### src/design/mttl_pkg.sv
// ----------------------------------------------------------------------------
// mttl_pkg
// Types and constants shared by the thermal torque limiter modules.
// ----------------------------------------------------------------------------
package mttl_pkg;

	typedef struct packed {
		logic               op;
		logic [4:0]         joint;
		logic signed [15:0] temperature;
		logic signed [15:0] limit_temperature;
		logic signed [15:0] ambient_temperature;
		logic signed [31:0] current_coeff;
		logic signed [31:0] thermo_coeff;
		logic [31:0]        default_torque;
	} in_item_t;

	typedef struct packed {
		logic [4:0]  joint_out;
		logic [31:0] torque_max;
		logic        used_default;
		logic        frame_done;
		logic [15:0] peak_ratio_out;
		logic [1:0]  beep_mode;
		logic [11:0] beep_freq;
		logic [8:0]  beep_duration;
	} out_item_t;

	localparam logic OP_LOAD   = 1'b0;
	localparam logic OP_SAMPLE = 1'b1;

	localparam logic [1:0] BEEP_NONE      = 2'd0;
	localparam logic [1:0] BEEP_STOP      = 2'd1;
	localparam logic [1:0] BEEP_WARNING   = 2'd2;
	localparam logic [1:0] BEEP_EMERGENCY = 2'd3;

	localparam logic [0:0] CFG_JOINT_COUNT = 1'b0;
	localparam logic [0:0] CFG_WARN_LEVEL  = 1'b1;

	localparam logic [11:0] FREQ_EMERG_HI = 12'd4000;
	localparam logic [11:0] FREQ_EMERG_LO = 12'd2000;
	localparam logic [11:0] FREQ_WARN_LO  = 12'd2794;
	localparam logic [8:0]  DUR_EMERG     = 9'd60;
	localparam logic [8:0]  DUR_WARN      = 9'd500;
	localparam logic [15:0] RATIO_ONE     = 16'd4096;

	// controller to datapath
	typedef struct packed {
		logic load;     // capture item, read tables
		logic prep;     // form numerator, divisor, ratio operands
		logic mul_a;    // 120*kc and 120*|cc|
		logic mul_b;    // *(t-amb)
		logic div_init; // start torque divide
		logic div_step;
		logic rdiv_init;
		logic rdiv_step;
		logic sqrt_init;
		logic sqrt_step;
		logic wdiv_init;
		logic wdiv_step;
		logic finish;   // build result
	} cmd_t;

endpackage

### src/design/mttl_ctrl.sv
// ----------------------------------------------------------------------------
// mttl_ctrl
// Sequencer: steps a sample through table read, multiplies, divides and root.
// ----------------------------------------------------------------------------
module mttl_ctrl (
	input  logic              clk,
	input  logic              arst_n,
	input  logic              in_valid,
	input  logic              in_op,
	output logic              in_ready,
	output logic              out_valid,
	input  logic              out_ready,
	output mttl_pkg::cmd_t    cmd
);
	import mttl_pkg::*;

	typedef enum logic [9:0] {
		ST_IDLE  = 10'b0000000001,
		ST_READ  = 10'b0000000010,
		ST_PREP  = 10'b0000000100,
		ST_MULA  = 10'b0000001000,
		ST_MULB  = 10'b0000010000,
		ST_DIV   = 10'b0000100000,
		ST_RDIV  = 10'b0001000000,
		ST_SQRT  = 10'b0010000000,
		ST_WDIV  = 10'b0100000000,
		ST_OUT   = 10'b1000000000
	} state_t;

	state_t     state_q;
	logic [6:0] cnt_q;
	logic       out_valid_q;

	assign out_valid = out_valid_q;
	assign in_ready  = (state_q == ST_IDLE);

	always_comb begin
		cmd = '0;
		cmd.load = in_ready && in_valid;
		case (state_q)
			ST_READ: cmd.prep = 1'b1;
			ST_PREP: cmd.mul_a = 1'b1;
			ST_MULA: cmd.mul_b = 1'b1;
			ST_MULB: begin
				cmd.div_init  = 1'b1;
				cmd.rdiv_init = 1'b1;
			end
			ST_DIV: cmd.div_step = 1'b1;
			ST_RDIV: begin
				cmd.rdiv_step = 1'b1;
				cmd.sqrt_init = (cnt_q == 7'd0);
			end
			ST_SQRT: begin
				cmd.sqrt_step = 1'b1;
				cmd.wdiv_init = (cnt_q == 7'd0);
			end
			ST_WDIV: cmd.wdiv_step = 1'b1;
			ST_OUT: cmd.finish = !out_valid_q || out_ready;
			default: ;
		endcase
	end

	always_ff @(posedge clk or negedge arst_n) begin
		if (!arst_n) begin
			state_q     <= ST_IDLE;
			cnt_q       <= '0;
			out_valid_q <= 1'b0;
		end else begin
			if (cmd.finish) begin
				out_valid_q <= 1'b1;
			end else if (out_valid_q && out_ready) begin
				out_valid_q <= 1'b0;
			end
			case (state_q)
				ST_IDLE: begin
					if (cmd.load && in_op == OP_SAMPLE) begin
						state_q <= ST_READ;
					end
				end
				ST_READ: state_q <= ST_PREP;
				ST_PREP: state_q <= ST_MULA;
				ST_MULA: state_q <= ST_MULB;
				ST_MULB: begin
					state_q <= ST_DIV;
					cnt_q   <= 7'd87;
				end
				ST_DIV: begin
					cnt_q <= cnt_q - 7'd1;
					if (cnt_q == 7'd0) begin
						state_q <= ST_RDIV;
						cnt_q   <= 7'd27;
					end
				end
				ST_RDIV: begin
					cnt_q <= cnt_q - 7'd1;
					if (cnt_q == 7'd0) begin
						state_q <= ST_SQRT;
						cnt_q   <= 7'd31;
					end
				end
				ST_SQRT: begin
					cnt_q <= cnt_q - 7'd1;
					if (cnt_q == 7'd0) begin
						state_q <= ST_WDIV;
						cnt_q   <= 7'd20;
					end
				end
				ST_WDIV: begin
					cnt_q <= cnt_q - 7'd1;
					if (cnt_q == 7'd0) begin
						state_q <= ST_OUT;
					end
				end
				ST_OUT: begin
					if (cmd.finish) begin
						state_q <= ST_IDLE;
					end
				end
				default: state_q <= ST_IDLE;
			endcase
		end
	end
endmodule

### config.mk
export PLATFORM = sky130hd
export DESIGN_NAME = mttl_ctrl
export DESIGN_NICKNAME = d
export VERILOG_FILES = /design/src/design/mttl_pkg.sv /design/src/design/mttl_ctrl.sv
export SDC_FILE = /design/constraint.sdc
export NUM_CORES = 1
export LEC_CHECK = 0
export BUFFER_PORTS_ARGS = -buffer_cell sky130_fd_sc_hd__buf_2
export CAP_MARGIN = 15
export CORE_MARGIN = 2
export CORE_UTILIZATION = 40
export DETAILED_ROUTE_END_ITERATION = 12
export GPL_ROUTABILITY_DRIVEN = 0
export PLACE_DENSITY = 0.7
export REMOVE_ABC_BUFFERS = 1
export SYNTH_ARGS = -nofsm -noshare
export SYNTH_HDL_FRONTEND = slang
export SYNTH_SLANG_ARGS = --single-unit
### constraint.sdc
create_clock -name clk -period 3.31 [get_ports clk]
set_input_delay 0.1655 -clock clk [delete_from_list [all_inputs] [get_ports clk]]
set_output_delay 0.1655 -clock clk [all_outputs]
set_load 0.05 [all_outputs]
==> metrics.cfg, run 1 <==
[cts]
cts_tree = built
cts_resized = 0
clockBufferDepth = 2
clk_pin_slew_worst_paths_ns = 0.11
htreeDepth = 1
cts_buffers = 3
insertion_delay_ns = 0.30
cts-root-buf = clkbuf_4
clock_sinks = 18

[yosys]
syn_area_um2 = 1270
synth_top_family_by_area = simple AND/OR/NAND/NOR gates
syn_avg_cell_area_um2 = 9.04
ys_ff_latch = 18
yosysSeqAreaShare_pct = 35.4
synthMuxAreaShare_pct = 1.77
synthXorXnorAreaFrac_pct = 3.43
postSynthCellCount = 141
synthSimpleGateAreaFrac_pct = 31.8
ys_warn_count = 0
synth_fa_ha_area_share_pct = 0.981
yosysTopAreaCellShare_pct = 33.4
synthTopCellsByArea = dfrtp_1 33%, o21ai_0 4.3%, nor2_1 3.2%, and4b_1 3.1%, xor2_1 2.7%
synth_compound_area_share_pct = 19.9
synth.distinct_cells = 51
yosys.area.top_type = dfrtp_1

[timing]
fin_tns_setup_ns = 0
max_freq_mhz = 383
slew_violations = 0
maxSlewHeadroom_pct = 66.6
final-hold-violation-count = 0
layout_setup_ws_ns = 0.701
grt_setup_unrepaired = false
period_share_pct = 78.8
finClkSkew_ns = 0.00741
layout_min_cycle_time_ns = 2.61
setup_violations = 0
worst_pin_slew_ns = 0.498

[job]
drv_cap = 0

[setup_path]
end_kind = output pin
crit_type = reg2out
cp.arrival_ns = 2.44
crit_fanout = 6
cp_data_required_time_ns = 3.14
rrSetupSlack_ns = 0.76
cp-start-kind = register

[floorplan]
die_area_um2 = 3650
dieHeight_um = 60.5
num_io_pins = 20
start_util_pct = 41.8
rows = 20
coreArea_um2 = 3050
die_w_um = 60.5

[placement]
placed_area_um2 = 1380
pre_cts_ws_ns = 0.813
dp_hpwl_um = 2110
io_buffers = 19

[status]
status = completed

[global_route]
antenna_found_initial = 0
grt_use_total_pct = 17.4
gr-total-overflow = 0
grt_pass1_wl_um = 4820
grt_pass1_vias = 1103
grt_max_degree = 19

[cells_and_area]
nets = 165
nFillCells = 301
layout-drive-gt1-share_pct = 23.4
multiInputGateArea_um2 = 738
regArea_um2 = 452
final_area_um2 = 1430
syn_to_final_growth_pct = 12.0
antennaDiodeCount = 0

[detailed_routing]
route.detailed.drc = 0
vias = 1162
avgViaCountPerCell = 5.75
ant_nets = 0
wirelength_um = 2930
drt_iter0_drc = 35
drt-wirelength-per-cell_um = 14.5
first_pass_iters = 4

[power]
power.density_nw_per_um2 = 554
ir_drop_mv = 0.311
p_leak_uw = 0.000682

[worst_hold_path]
min_path_type = in2reg

-- routing by layer --
layer / part of all wire (%) / track usage [%] / up-vias / wire (um)
met3: 4.8 / 4.90 / 4 / 142
met1: 47 / 22.7 / 552 / 1390
met2: 47 / 29.0 / 38 / 1380
met5: 0 / 0 / - / 0
met4: 0.72 / 3.73 / 0 / 21
li1: - / - / 568 / -
-- final cells by class --
type	instances	share of cell area, %
Inverter	7	1.84
Clock buffer	4	2.54
Sequential cell	18	31.6
Multi-Input combinational cell	107	51.7
Tap cell	44	3.86
Timing Repair Buffer	22	8.41
-- power breakdown --
| group | switching [uW] | total, uW | leakage, uW | internal (uW) |
|---|---|---|---|---|
| Sequential | 57.1 | 315 | 0.000241 | 258 |
| Clock | 74.1 | 141 | 0.0000210 | 67.1 |
| Combinational | 201 | 335 | 0.000420 | 134 |
| Total | 332 | 792 | 0.000682 | 459 |
-- worst paths after layout --
path                       cells past startpoint    endpoint        from
hold / removal                                 2  state_q[1]       in_op
setup / recovery                               6      cmd[2]    cnt_q[0]
setup reg to reg                               5    cnt_q[6]  state_q[2]
max in group asynchronous                      2  state_q[0]      arst_n
min in group asynchronous                      2    cnt_q[1]      arst_n
hold reg to reg                                2   out_valid   out_valid
-- flip-flops by register name, summed over array words and instances, names as in the netlist --
name,flops
state_q,10
cnt_q,7
out_valid,1
-- per-stage QoR --
| stage | power [uW] | hold slack (ns) | util (%) | cells |
|---|---|---|---|---|
| floorplan | 566 | -0.130 | - | 132 |
| global placement | 635 | 0.121 | 45.2 | 197 |
| detailed placement | 646 | 0.123 | 45.2 | 197 |
| CTS | 792 | 0.107 | 46.8 | 202 |
| global route | 846 | 0.102 | 46.8 | 202 |
| finish | 792 | 0.116 | 46.8 | 202 |
-- kinds of logic after synthesis --
kind of cell,Yosys count
flip-flops,18
buffers and inverters,16
adder cells (fa/ha/maj),1
AND/OR/NAND/NOR,62
multiplexers,2
XOR/XNOR,5
AO/OA/AOI/OAI,37
-- critical path, stage by stage, from the launching register on --
cell     delay (ns)
dfrtp_1        0.43
inv_1          0.09
ha_1           0.18
or3b_4         0.42
or4_4          0.47
nor3_1         0.23
buf_2          0.32
-- what timing repair did --
action	4_1_cts	5_1_grt
hold endpoints to repair	17	0
setup buffers	0	0
hold buffers	1	0
-- synthesized netlist by cell type, drive strengths merged --
| master | n |
|---|---|
| a211o | 1 |
| a211oi | 1 |
| a21bo | 1 |
| a21boi | 2 |
| a21o | 5 |
| a21oi | 5 |
| a221oi | 2 |
| a22oi | 1 |
| a311oi | 1 |
| and2 | 3 |
| and3 | 3 |
| and4 | 1 |
| and4b | 4 |
| buf | 4 |
| clkbuf | 5 |
| dfrtp | 17 |
| dfstp | 1 |
| ha | 1 |
| inv | 7 |
| mux2 | 2 |
| nand2 | 5 |
| nand2b | 3 |
| nand3 | 3 |
| nand4 | 3 |
| nand4b | 1 |
| nor2 | 11 |
| nor2b | 3 |
| nor3 | 6 |
| nor4 | 4 |
| nor4b | 3 |
| nor4bb | 1 |
| o211ai | 1 |
| o21a | 1 |
| o21ai | 11 |
| o22ai | 1 |
| o2bb2ai | 1 |
| o31ai | 2 |
| o41ai | 1 |
| or3 | 2 |
| or3b | 1 |
| or4 | 5 |
| xnor2 | 1 |
| xor2 | 4 |
-- placed cells by master (no fill, tap or decap), types with 3 or more instances in the layout --
master    count
buf_2        19
dfrtp_1      17
nor2_1       11
o21ai_0      11
inv_1         7
nor3_1        6
nand2_1       5
a21oi_1       5
and4b_1       4
xor2_1        4
a21o_1        4
nand3_1       3
nor4_1        3
and2_1        3
nor2b_1       3
nand4_1       3
nor4b_1       3
and3_1        3
clkbuf_4      3
Power figures use the tool's default switching activity.
==> run 2: changes to the inputs <==
==> constraint.sdc (replaced) <==
create_clock -name clk -period 2.6 [get_ports clk]
set_input_delay 0.13 -clock clk [delete_from_list [all_inputs] [get_ports clk]]
set_output_delay 0.13 -clock clk [all_outputs]
set_load 0.05 [all_outputs]
==> metrics.cfg, run 2 (synthesis gave the netlist of run 1 again) <==
[cts]
insertion_delay_ns = 0.30  ; about the same
clockBufferDepth = 2  ; unchanged
htreeDepth = 1  ; unchanged
cts_buffers = 3  ; unchanged
clk_pin_slew_worst_paths_ns = 0.10  ; about the same
clock_sinks = 18  ; unchanged
cts-root-buf = clkbuf_4
cts_tree = built

[detailed_routing]
vias = 1165  ; +0.26%
avgViaCountPerCell = 5.66  ; -1.7%
ant_nets = 0  ; unchanged
wirelength_um = 2920  ; -0.31%
drt-wirelength-per-cell_um = 14.2  ; -2.2%
first_pass_iters = 4  ; unchanged
drt_iter0_drc = 64  ; +83%
route.detailed.drc = 0  ; unchanged

[timing]
max_freq_mhz = 404
layout_min_cycle_time_ns = 2.48
worst_pin_slew_ns = 0.505  ; +0.00713 ns
layout_setup_ws_ns = 0.122  ; -0.579 ns
final-hold-violation-count = 0  ; unchanged
period_share_pct = 95.3
setup_violations = 0  ; unchanged
grt_setup_unrepaired = false
finClkSkew_ns = 0.0143  ; +0.00690 ns
maxSlewHeadroom_pct = 66.2  ; -0.43 points
slew_violations = 0  ; unchanged

[power]
p_leak_uw = 0.000701  ; +2.8%
power.density_nw_per_um2 = 700  ; +26%
ir_drop_mv = 0.560  ; +80%

[floorplan]
die_area_um2 = 3650  ; unchanged
dieHeight_um = 60.5  ; unchanged
die_w_um = 60.5  ; unchanged
start_util_pct = 41.8  ; unchanged
num_io_pins = 20  ; unchanged
rows = 20  ; unchanged
coreArea_um2 = 3050  ; unchanged

[placement]
pre_cts_ws_ns = 0.123  ; -0.690 ns
numPlacedInstances = 200  ; +1.5%
dp_hpwl_um = 2160  ; +2.4%
io_buffers = 19  ; unchanged

[cells_and_area]
top_register = state_q
nFillCells = 304  ; +1.0%
nets = 169  ; +2.4%
largest_register_ffs = 10  ; unchanged
final_cells = 206  ; +2.0%
syn_to_final_growth_pct = 14.7
final_cell_mix = 17 x dfrtp_1, 17 x buf_2, 11 x nor2_1, 11 x o21ai_0, 8 x buf_4
antennaDiodeCount = 0  ; unchanged
layout-drive-gt1-share_pct = 25.3  ; +1.9 points

[global_route]
grt_pass1_vias = 1035  ; -6.2%
gr-total-overflow = 0  ; unchanged
grt_max_degree = 19  ; unchanged
grt_use_total_pct = 17.3  ; -0.10 points
grt_pass1_wl_um = 4760  ; -1.1%
antenna_found_initial = 0  ; unchanged

[setup_path]
rr_endpoint = cnt_q[3]
rrSetupSlack_ns = 0.12  ; -0.64 ns
end_kind = register
crit_fanout = 6  ; unchanged
ff2ff_path_depth = 7  ; +2
cp-start-kind = register
cp.arrival_ns = 2.72  ; +0.28 ns
crit_type = reg2reg
cp_data_required_time_ns = 2.84  ; -0.30 ns
r2r_start = cnt_q[0]

[status]
status = completed

[worst_hold_path]
min_path_type = in2reg
min-delay-start = in_op
hold_path_end = state_q[1]
min_path_cells = 2  ; unchanged

[job]
drv_cap = 0  ; unchanged

==> run 2: cell type report <==
type / count / area, um2 / area share (%)
multi-input combinational: 107 / 738 / 50.5
timing repair buffer: 26 / 155 / 10.6
sequential: 18 / 452 / 30.9
inverter: 7 / 26.3 / 1.80
clock buffer: 4 / 36.3 / 2.48
tap: 44 / 55.1 / 3.76
==> run 2: metal layers <==
metal | up-vias | track usage, % | wire length [um]
li1 | 573 | - | -
met1 | 558 | 24.0 | 1370
met2 | 30 | 28.4 | 1380
met3 | 4 | 3.20 | 143
met4 | 0 | 3.73 | 27
met5 | - | 0 | 0
==> run 2: worst max path at each step <==
stage	startpoint	end	cells after the start
after floorplan	cnt_q[0]	cmd[4]	5
after global placement	cnt_q[0]	cnt_q[3]	7
after detailed placement	cnt_q[0]	cnt_q[3]	7
after CTS	cnt_q[0]	cmd[4]	6
after global routing	cnt_q[0]	cmd[4]	6
final	cnt_q[0]	cnt_q[3]	7
==> run 2: report_power, final <==
group / internal (uW) / switching, uW
Combinational: 193 / 254
Clock: 85.4 / 92.5
Sequential: 329 / 70.5
Total: 607 / 417
==> run 2: what timing repair did <==
item | in CTS | in global routing
hold buffers | 1 | 0
setup endpoints to repair | 0 | 3
buffers inserted | 0 | 1
hold endpoints to repair | 17 | 0
resized for setup | 0 | 4
==> run 2: worst max-delay path, stage by stage, from the launching register on <==
cell and delay (ns):
dfrtp_1 0.41, inv_1 0.08, ha_1 0.17, or3b_4 0.42, or4_4 0.47, or4_4 0.52, a311oi_2 0.25, a21o_1 0.11
==> run 2: per-stage QoR <==
stage          power [uW]  cell area (um2)  utilization, %  hold WS, ns  setup TNS (ns)
5_1_grt              1100             1460            47.9       0.0744               0
3_5_place_dp          844             1400            46.0       0.0954               0
3_3_place_gp          832             1400            46.0       0.0842               0
2_1_floorplan         720             1220               -       -0.166          -0.773
4_1_cts              1020             1450            47.5       0.0927               0
6_report             1020             1460            47.9       0.0877               0
